<file path="src/rtl/itp_pkg.sv">
// itp_pkg: types, character codes and digit decode shared by the parser files.
// No dependencies.
package itp_pkg;

    typedef enum logic [2:0] {
        PH_START,
        PH_SIGNED,
        PH_ZERO,
        PH_DIGITS,
        PH_DONE
    } phase_t;

    typedef enum logic [1:0] {
        RADIX_DEC,
        RADIX_OCT,
        RADIX_HEX
    } radix_t;

    localparam logic [7:0] CHAR_MINUS = 8'h2D;
    localparam logic [7:0] CHAR_ZERO  = 8'h30;
    localparam logic [7:0] CHAR_NINE  = 8'h39;
    localparam logic [7:0] CHAR_LX    = 8'h78;
    localparam logic [7:0] CHAR_UX    = 8'h58;
    localparam logic [7:0] CHAR_LA    = 8'h61;
    localparam logic [7:0] CHAR_LF    = 8'h66;
    localparam logic [7:0] CHAR_UA    = 8'h41;
    localparam logic [7:0] CHAR_UF    = 8'h46;

    localparam int unsigned ACC_W = 32;

    typedef struct packed {
        phase_t             phase;
        radix_t             radix;
        logic [ACC_W-1:0]   acc;
        logic               neg;
    } parse_state_t;

    typedef struct packed {
        logic       valid;
        logic [3:0] value;
    } digit_t;

    // Digit value of a byte in the given radix; valid clear when it is not a digit.
    function automatic digit_t digit_of(logic [7:0] c, radix_t rc);
        digit_t d;
        logic [7:0] off;
        d.valid = 1'b0;
        d.value = 4'd0;
        off = 8'd0;
        if (c >= CHAR_ZERO && c <= CHAR_NINE) begin
            off = c - CHAR_ZERO;
            d.valid = 1'b1;
            d.value = off[3:0];
        end else if (c >= CHAR_LA && c <= CHAR_LF) begin
            off = c - CHAR_LA + 8'd10;
            d.valid = 1'b1;
            d.value = off[3:0];
        end else if (c >= CHAR_UA && c <= CHAR_UF) begin
            off = c - CHAR_UA + 8'd10;
            d.valid = 1'b1;
            d.value = off[3:0];
        end
        case (rc)
            RADIX_OCT: if (d.value >= 4'd8) d.valid = 1'b0;
            RADIX_HEX: ;
            default:   if (d.value >= 4'd10) d.valid = 1'b0;
        endcase
        return d;
    endfunction

endpackage

</file>
<file path="src/rtl/integer_text_parser_auto_base_unit.sv">
// A word accepted goes to the input register; with last_char set, its result then
// moves to the result register (out_valid high) when that word advances.
// Throughput: one word per cycle; a last word waits, stalling the input, only while
// the result register is full and out_stall is high.
// Reset (rst_n low, async): parser back to start of string, decimal, zero
// accumulator, no sign; input and result registers empty. Uses itp_pkg, itp_step.
module integer_text_parser_auto_base_unit
(
    input  logic               clk,
    input  logic               rst_n,
    input  logic               in_valid,
    output logic               in_stall,
    input  logic [7:0]         char_code,
    input  logic               last_char,
    output logic               out_valid,
    input  logic               out_stall,
    output logic signed [31:0] parsed_value
);

    logic                  in_valid_reg;
    logic [7:0]            char_reg;
    logic                  last_reg;
    itp_pkg::parse_state_t state_reg;
    itp_pkg::parse_state_t state_next;
    itp_pkg::parse_state_t step_out;
    logic                  out_valid_reg;
    logic [31:0]           out_value_reg;
    logic [31:0]           step_value;
    logic                  advance;
    logic                  accept_in;

    itp_step u_step
    (
        .cur       (state_reg),
        .char_code (char_reg),
        .nxt       (step_out),
        .value     (step_value)
    );

    // a last word waits only while the result register is full and stalled
    assign advance   = in_valid_reg && (!last_reg || !out_valid_reg || !out_stall);
    assign in_stall  = in_valid_reg && !advance;
    assign accept_in = in_valid && !in_stall;

    always_comb
    begin
        state_next = state_reg;
        if (advance)
        begin
            if (last_reg)
            begin
                state_next.phase = itp_pkg::PH_START;
                state_next.radix = itp_pkg::RADIX_DEC;
                state_next.acc   = '0;
                state_next.neg   = 1'b0;
            end
            else
            begin
                state_next = step_out;
            end
        end
    end

    always_ff @(posedge clk or negedge rst_n)
    begin
        if (!rst_n)
        begin
            in_valid_reg    <= 1'b0;
            out_valid_reg   <= 1'b0;
            state_reg.phase <= itp_pkg::PH_START;
            state_reg.radix <= itp_pkg::RADIX_DEC;
            state_reg.acc   <= '0;
            state_reg.neg   <= 1'b0;
        end
        else
        begin
            state_reg <= state_next;
            if (accept_in)
                in_valid_reg <= 1'b1;
            else if (advance)
                in_valid_reg <= 1'b0;
            if (advance && last_reg)
                out_valid_reg <= 1'b1;
            else if (!out_stall)
                out_valid_reg <= 1'b0;
        end
    end

    always_ff @(posedge clk)
    begin
        if (accept_in)
        begin
            char_reg <= char_code;
            last_reg <= last_char;
        end
        if (advance && last_reg)
            out_value_reg <= step_value;
    end

    assign out_valid    = out_valid_reg;
    assign parsed_value = $signed(out_value_reg);

    a_clear_after_last: assert property (@(posedge clk) disable iff (!rst_n)
        (advance && last_reg) |=> (state_reg.phase == itp_pkg::PH_START && state_reg.acc == '0))
        else $error("parser state not cleared after last word");

    a_start_clean: assert property (@(posedge clk) disable iff (!rst_n)
        (state_reg.phase == itp_pkg::PH_START)
            |-> (state_reg.acc == '0 && !state_reg.neg && state_reg.radix == itp_pkg::RADIX_DEC))
        else $error("start phase with dirty state");

    a_signed_clean: assert property (@(posedge clk) disable iff (!rst_n)
        (state_reg.phase == itp_pkg::PH_SIGNED) |-> (state_reg.neg && state_reg.acc == '0))
        else $error("sign phase without sign or with digits");

    a_zero_octal: assert property (@(posedge clk) disable iff (!rst_n)
        (state_reg.phase == itp_pkg::PH_ZERO)
            |-> (state_reg.radix == itp_pkg::RADIX_OCT && state_reg.acc == '0))
        else $error("leading zero phase not octal");

    a_result_on_last: assert property (@(posedge clk) disable iff (!rst_n)
        ($rose(out_valid_reg)) |-> $past(advance && last_reg))
        else $error("result raised without a last word");

endmodule

</file>
<file path="src/rtl/itp_step.sv">
// itp_step: next parse state for one character (prefix decode, digit accumulate)
// and the signed value that state yields. Depends on itp_pkg.
module itp_step
(
    input  itp_pkg::parse_state_t  cur,
    input  logic [7:0]             char_code,
    output itp_pkg::parse_state_t  nxt,
    output logic [31:0]            value
);

    itp_pkg::digit_t dig;
    itp_pkg::phase_t phase_next;
    logic is_minus;
    logic is_zero;
    logic is_x;
    logic sign_hit;
    logic zero_hit;
    logic hex_hit;
    logic take;
    logic [31:0] scaled;

    assign dig      = itp_pkg::digit_of(char_code, cur.radix);
    assign is_minus = (char_code == itp_pkg::CHAR_MINUS);
    assign is_zero  = (char_code == itp_pkg::CHAR_ZERO);
    assign is_x     = (char_code == itp_pkg::CHAR_LX) || (char_code == itp_pkg::CHAR_UX);

    always_comb
    begin
        sign_hit = 1'b0;
        zero_hit = 1'b0;
        hex_hit  = 1'b0;
        take     = 1'b0;
        unique case (cur.phase)
            itp_pkg::PH_START:
            begin
                sign_hit = is_minus;
                zero_hit = !is_minus && is_zero;
                take     = !is_minus && !is_zero;
            end
            itp_pkg::PH_SIGNED:
            begin
                zero_hit = is_zero;
                take     = !is_zero;
            end
            itp_pkg::PH_ZERO:
            begin
                hex_hit = is_x;
                take    = !is_x;
            end
            itp_pkg::PH_DIGITS: take = 1'b1;
            default:            ;
        endcase
    end

    // next phase
    always_comb
    begin
        if (sign_hit)
            phase_next = itp_pkg::PH_SIGNED;
        else if (zero_hit)
            phase_next = itp_pkg::PH_ZERO;
        else if (hex_hit)
            phase_next = itp_pkg::PH_DIGITS;
        else if (take)
            phase_next = dig.valid ? itp_pkg::PH_DIGITS : itp_pkg::PH_DONE;
        else
            phase_next = itp_pkg::PH_DONE;
    end

    always_comb
    begin
        case (cur.radix)
            itp_pkg::RADIX_OCT: scaled = {cur.acc[28:0], 3'b000};
            itp_pkg::RADIX_HEX: scaled = {cur.acc[27:0], 4'b0000};
            default:            scaled = {cur.acc[28:0], 3'b000} + {cur.acc[30:0], 1'b0};
        endcase
    end

    // data updates
    always_comb
    begin
        nxt.phase = phase_next;
        nxt.neg   = cur.neg | sign_hit;
        nxt.radix = cur.radix;
        nxt.acc   = cur.acc;
        if (zero_hit)
            nxt.radix = itp_pkg::RADIX_OCT;
        if (hex_hit)
            nxt.radix = itp_pkg::RADIX_HEX;
        if (take && dig.valid)
            nxt.acc = scaled + {28'd0, dig.value};
    end

    assign value = nxt.neg ? (32'd0 - nxt.acc) : nxt.acc;

endmodule

</file>
<file path="config.mk">
export PLATFORM = sky130hd
export DESIGN_NAME = integer_text_parser_auto_base_unit
export DESIGN_NICKNAME = d
export VERILOG_FILES = /design/src/rtl/itp_pkg.sv /design/src/rtl/integer_text_parser_auto_base_unit.sv /design/src/rtl/itp_step.sv
export SDC_FILE = /design/constraint.sdc
export NUM_CORES = 1
export LEC_CHECK = 0
export BUFFER_PORTS_ARGS = -buffer_cell sky130_fd_sc_hd__buf_4
export CORE_MARGIN = 2
export CORE_UTILIZATION = 60
export DETAILED_ROUTE_END_ITERATION = 10
export PLACE_DENSITY = 0.82
export SKIP_CTS_REPAIR_TIMING = 1
export SLEW_MARGIN = 20
export SYNTH_ARGS = -nofsm -noshare
export SYNTH_HDL_FRONTEND = slang
export SYNTH_SLANG_ARGS = --single-unit
</file>
<file path="constraint.sdc">
create_clock -name clk -period 5.4 [get_ports clk]
set_input_delay 0.54 -clock clk [delete_from_list [all_inputs] [get_ports clk]]
set_output_delay 0.54 -clock clk [all_outputs]
set_load 0.005 [all_outputs]
</file>
# Yosys cells after proc, flatten, opt, wreduce, memory -nomap -nowiden
# Cells that the tools add are included.
[word_totals]
regBits = 81
input_bits = 13
output_inout_bits = 34
word_cells = 86
[op_classes]
add_sub_neg = 8
n_lt_le_gt_ge = 8
n_eq_ne = 10
mux = 25
bitwise = 1
reduce_logical = 25
[op_table]
columns = ["cell", "count"]
rows = [
  ["32-bit 2-to-1 mux", 2],
  ["32-bit case mux with 2 select lines", 1],
  ["38-bit 2-to-1 mux", 1],
  ["32-bit adder", 1],
  ["32-bit by 4-bit adder with 32-bit output", 1],
  ["1-bit by 32-bit subtractor with 32-bit output (first input constant)", 1],
  ["8-bit by 6-bit == test with 1-bit output (second input constant)", 2],
  ["8-bit by 7-bit == test with 1-bit output (second input constant)", 2],
  ["8-bit by 7-bit >= comparator with 1-bit output (second input constant)", 2],
  ["8-bit by 7-bit <= comparator with 1-bit output (second input constant)", 2],
  ["3-bit 2-to-1 mux", 5],
  ["5-bit 2-to-1 mux", 3],
  ["4-bit by 1-bit subtractor with 4-bit output (second input constant)", 3],
  ["1-bit logical AND", 10],
  ["4-bit adder (second input constant)", 2],
  ["4-bit >= comparator (second input constant)", 2],
  ["8-bit by 6-bit >= comparator with 1-bit output (second input constant)", 1],
  ["8-bit by 6-bit <= comparator with 1-bit output (second input constant)", 1],
  ["1-bit zero test", 8],
  ["1-bit 2-to-1 mux", 8],
  ["3-bit by 2-bit == test with 1-bit output (second input constant)", 2],
  ["2-bit 2-to-1 mux", 2],
  ["1-bit case mux with 2 select lines", 2],
  ["1-bit case mux with 4 select lines", 1],
  ["other kinds (10)", 12],
]

# Longest topological paths before layout
[logic_depth]
depth_word = 14
ltp_mapped = 24
depth_no_buf = 17

# Cells and area by module
# Synthesis repeated with hierarchy kept, for this count alone.
[hier_totals]
cells_unflattened = 1049
hier_area_um2 = 8622.0
[by_module_without_submodules]
columns = ["mod", "instances", "cells_per_inst", "area_per_inst_um2", "seq_area_each_um2"]
rows = [
  ["itp_step", 1, 782, 5220.0, 0.0],
  ["integer_text_parser_auto_base_unit", 1, 267, 3402.0, 2232.1],
]

# Least setup slack after synthesis
# Ideal clock, no wire load.
[synth_path]
path_kind = "reg2reg"
from = "register state_reg[33] (netlist name)"
to = "register out_value_reg[31], in the netlist parsed_value[31], data pin"
setup_ps = 261
arrival_ps = 4698
t_required_ps = 5139
slack_ps = 440
path_stages_with_launch = 23
n_path_buf = 8
period_less_slack_ps = 4960
path_cell_list = "dfrtp_1 -> inv_1 -> ha_1 -> buf_4 -> buf_4 -> buf_4 -> buf_2 -> buf_2 -> buf_1 -> clkbuf_1 -> o21ai_0 -> ha_1 -> and3_1 -> o311ai_1 -> nand2_1 -> and4_1 -> clkbuf_1 -> nand4_4 -> or4_4 -> a31oi_4 -> a211oi_1 -> a41oi_2 -> xnor2_1"
[synth_via]
elab_chain_len = 6
elab_cells_between_ends = 9
classes_between = "add/sub: 2; eq/ne: 2; mux: 4; reduce/logical: 1"
[synth_lines]
columns = ["element", "line_no", "text"]
rows = [
  ["start: declaration", "integer_text_parser_auto_base_unit.sv:23", "itp_pkg::parse_state_t state_reg;"],
  ["start signal: assignment", "integer_text_parser_auto_base_unit.sv:77", "state_reg <= state_next;"],
  ["2-bit == test or 2-bit by 1-bit == test with 1-bit output (tied branches)", "itp_pkg.sv:63, itp_step.sv:72", ""],
  ["32-bit case mux with 2 select lines or 1-bit case mux with 2 select lines (tied branches)", "itp_step.sv:72, itp_pkg.sv:63", ""],
  ["32-bit by 4-bit adder with 32-bit output or 1-bit logical AND (tied branches)", "itp_step.sv:91, itp_step.sv:90", ""],
  ["32-bit 2-to-1 mux *", "itp_step.sv:90", "if (take && dig.valid)"],
  ["1-bit by 32-bit subtractor with 32-bit output", "itp_step.sv:94", "assign value = nxt.neg ? (32'd0 - nxt.acc) : nxt.acc;"],
  ["32-bit 2-to-1 mux *", "itp_step.sv:94", ""],
  ["via step_value[31]", "integer_text_parser_auto_base_unit.sv:28", "logic [31:0] step_value;"],
  ["end signal: assignment", "integer_text_parser_auto_base_unit.sv:97", "out_value_reg <= step_value;"],
  ["end: declaration", "integer_text_parser_auto_base_unit.sv:27", "logic [31:0] out_value_reg;"],
]
# Mark *: on every way through the listed nets, which the timed path passes. The rest lies on a longest branch.
# A chain may end at the register's enable or synchronous reset.

# Worst setup path in the final report
[layout_path]
from = "register char_reg[1]"
to = "register out_value_reg[31], in the netlist parsed_value[31], data pin"
[layout_via]
elab_chain_len = 12
elab_cells_between_ends = 39
classes_between = "add/sub: 7; order compare: 8; eq/ne: 4; mux: 10; bitwise: 1; reduce/logical: 9"
[layout_lines]
columns = ["element", "line_no", "text"]
rows = [
  ["start: declaration", "integer_text_parser_auto_base_unit.sv:21", "logic [7:0] char_reg;"],
  ["start signal: assignment", "integer_text_parser_auto_base_unit.sv:93", "char_reg <= char_code;"],
  ["parallel branches: the longest is 11 deep, another holds 32-bit by 4-bit adder with 32-bit output", "--", ""],
  ["32-bit 2-to-1 mux *", "itp_step.sv:94", ""],
  ["via step_value[31]", "integer_text_parser_auto_base_unit.sv:28", ""],
]
# Mark *: on every way through the listed nets, which the timed path passes.

==> out/qor.txt <==
Remaining global-route overflow - 0
Clock Power Share - 42.2%
Synth cell types - 98
Achievable frequency - 0.1982 GHz
Worst Clk Skew - 0.009364 ns
Placed insts - 1121
Final worst path period need - 5.046 ns
Ys async rst share - 49.38%
Vias per inst - 6.901
Antenna viol nets, final - 0
Syn Nets - 1001
CTS Buffer Depth - 2
First-pass GRT wire length - 35740 um
Initial Util - 61.24%
Post-synthesis sequential area ratio - 27.63%
Share of power burned in registers - 47.2%
RSZ-0062 raised after global routing - no
Switching Fraction - 24.72%
# setup viols final - 0
Slew Viols, Final - 0
Final std cells w/o fill - 1137
Post-DP HPWL - 16010 um
Post-synth top cells - nand2_1 (77), a21oi_1 (69), nor2_1 (63), o21ai_0 (53), edfxtp_1 (41)
Drt first pass iters - 6
Top-count cell post-synth - nand2_1
Routed WL - 22030 um
HP Class - primary input to async pin
Crit share post-route - 93.44%
Nets - 1008
Antenna diode count - 0
Top_reg_cell synth - edfxtp_1
Number of DRC markers in iteration 0 - 770
VDD IR max - 0.1550 mV
Area grow syn2layout - 8.318%
Synth top area share - 15.24%
Largest register FFs - 38
Avg Inst Size Synth - 8.512 um2
Area of the core - 13190 um2
Row count - 42
Rel. slew slack - 31.12%
Net Sw Power - 360.0 uW
Via Count - 7846
CTS Sinks - 81
R2r endpoint - parsed_value[31]
Max-cap violations - 0
Cells after Synth - 949
Status - completed
IO Count - 47
CP Cell Sequence - inv_1, ha_1, nor3b_1, nor3_2, or2_2, ha_1, and3_1, a221o_1, and4_1, a31o_2, a31oi_1, a311oi_2, nand4_1, nor3_2, a41oi_2, xnor2_1
Internal power - 1096 uW
Port buffer count - 46
Worst-Skew Late Latency - 0.35 ns
DRC - 0
Final hold vios - 0
Critical path buffer and inverter count - 1
Synth top area cells - edfxtp_1 (15%), dfrtp_1 (12%), ha_1 (5.9%)
Die area - 14410 um2
Layout cell share with drive strength beyond 1 - 13.53%
CTS Buf Count - 9
Area leader, netlist - edfxtp_1
Reg clk slew, reported paths - 0.06 ns
TritonCTS clock tree - yes
Pwr dens - 166.4 nW/um2
Critical path capture point type - register
Largest delay share family, worst path - simple AND/OR/NAND/NOR gates
Htree depth - 3
Largest net degree at the start of global routing - 52
Startpoint types - register
GPL Wtd Cong - 0.9734
Setup TNS Final - 0 ns
FF+latch count, synth - 81
Slowest cell on crit path - edfxtp_1
Clock root cell - clkbuf_16
Leakage - 0.003581 uW
Worst Reg-to-Reg Cells - 16
R2R setup slack - 0.35 ns
Crit Path Category - register to register
Synthesized area - 8078 um2
Slowest stage delay, CP - 0.45 ns
Total track usage - 30.31%
Worst-Margin Slew - 1.029 ns
Yosys warns - 0
Crit path required time - 5.49 ns
Die height - 120.0 um
Number of global-route vias before repair - 7439
Initial antenna violation count - 0
Reg-to-reg startpoint - char_reg[1]
X dimension of the die - 120.0 um
Pwr Total - 1456 uW
Routed wire per std cell - 19.37 um
Number of enable flip-flop cells after synthesis - 41
Arr. time, crit path - 5.14 ns
Worst Path Max Fanout - 9
Power share of the combinational group - 10.7%
-- cell usage in the layout (no fill, tap or decap), types with 8 or more instances in the layout --
master and count:
a211oi_1 14, a21o_1 19, a21oi_1 69, a221o_1 8, a221oi_1 18, a22o_1 20
a22oi_1 9, a31oi_1 14, and2_1 11, and3_1 20, and4_1 10, buf_4 59
clkbuf_16 10, dfrtp_1 40, edfxtp_1 41, ha_1 37, inv_1 20, mux2i_1 13
nand2_1 77, nand2b_1 14, nand3_1 19, nand4_1 21, nor2_1 61, nor3_1 30
nor4_1 9, o21ai_0 53, o31ai_1 15, or2_2 13, or3_1 11, xnor2_1 37
xor2_1 25
-- power groups by stage --
stage / combinational (uW) / clock [uW] / sequential, uW
2_1_floorplan: 97.9 / 0 / 695
3_3_place_gp: 150 / 0 / 698
3_5_place_dp: 152 / 0 / 699
4_1_cts: 153 / 613 / 687
5_1_grt: 169 / 636 / 689
6_report: 155 / 614 / 687
-- worst max-delay path by stage --
| stage | from | endpoint | slack [ns] | cells after the start |
|---|---|---|---|---|
| 3_5_place_dp | char_reg[1] | parsed_value[31] | 0.47 | 16 |
| 5_1_grt | char_reg[1] | parsed_value[30] | 0.09 | 16 |
| 3_3_place_gp | state_reg[3] | parsed_value[30] | 0.58 | 14 |
| 4_1_cts | char_reg[1] | parsed_value[30] | 0.44 | 16 |
| 6_report | char_reg[1] | parsed_value[31] | 0.35 | 16 |
| 2_1_floorplan | state_reg[33] | parsed_value[31] | 0.44 | 22 |
-- worst register-to-register path: cells and delay by family, from the launching register on --
kind	cells	cell delay, ns
AOI/OAI and AO/OA	5	1.36
xor gates and xnor gates	1	0.17
adders and majority gates	2	0.57
buffers and inverters	1	0.14
DFF	1	0.45
and+or+nand+nor	7	2.12
-- through the flow --
step	setup WS, ns	instance area (um2)	hold slack, ns	util [%]
final	0.3540	8750	0.1747	66.33
after detailed placement	0.4656	8441	0.4697	63.99
after CTS	0.4396	8745	0.1987	66.30
after global routing	0.08568	8750	0.2217	66.33
after floorplan	0.4402	8078	0.2444	-
after global placement	0.5818	8441	0.4613	63.99
-- layer usage --
layer / track usage, % / share of wire (%)
met4: 13.31 / 4.1
met5: 0 / 0
met3: 3.850 / 4.9
met2: 55.33 / 51
met1: 35.31 / 40
-- logic make-up (layout without fill, tap and decap cells) --
logic type               count (synthesis)  in the layout  synth area share (%)
XOR/XNOR                                62             62                 6.722
flip-flops                              81             81                 27.63
buffers and inverters                   83             95                 4.740
adder cells (fa/ha/maj)                 39             39                 6.134
AND/OR/NAND/NOR                        341            341                 23.53
AO/OA/AOI/OAI                          329            329                 29.49
multiplexers                            14             14                 1.750
-- cell type report --
cell class	count	area (um2)
Multi-Input combinational cell	785	5475
Clock buffer	13	281.5
Tap cell	176	220.2
Inverter	20	75.07
Fill cell	1102	4441
Timing Repair Buffer	59	442.9
Clock inverter	3	22.52
Sequential cell	81	2232
(Power assumes the default switching activity.)
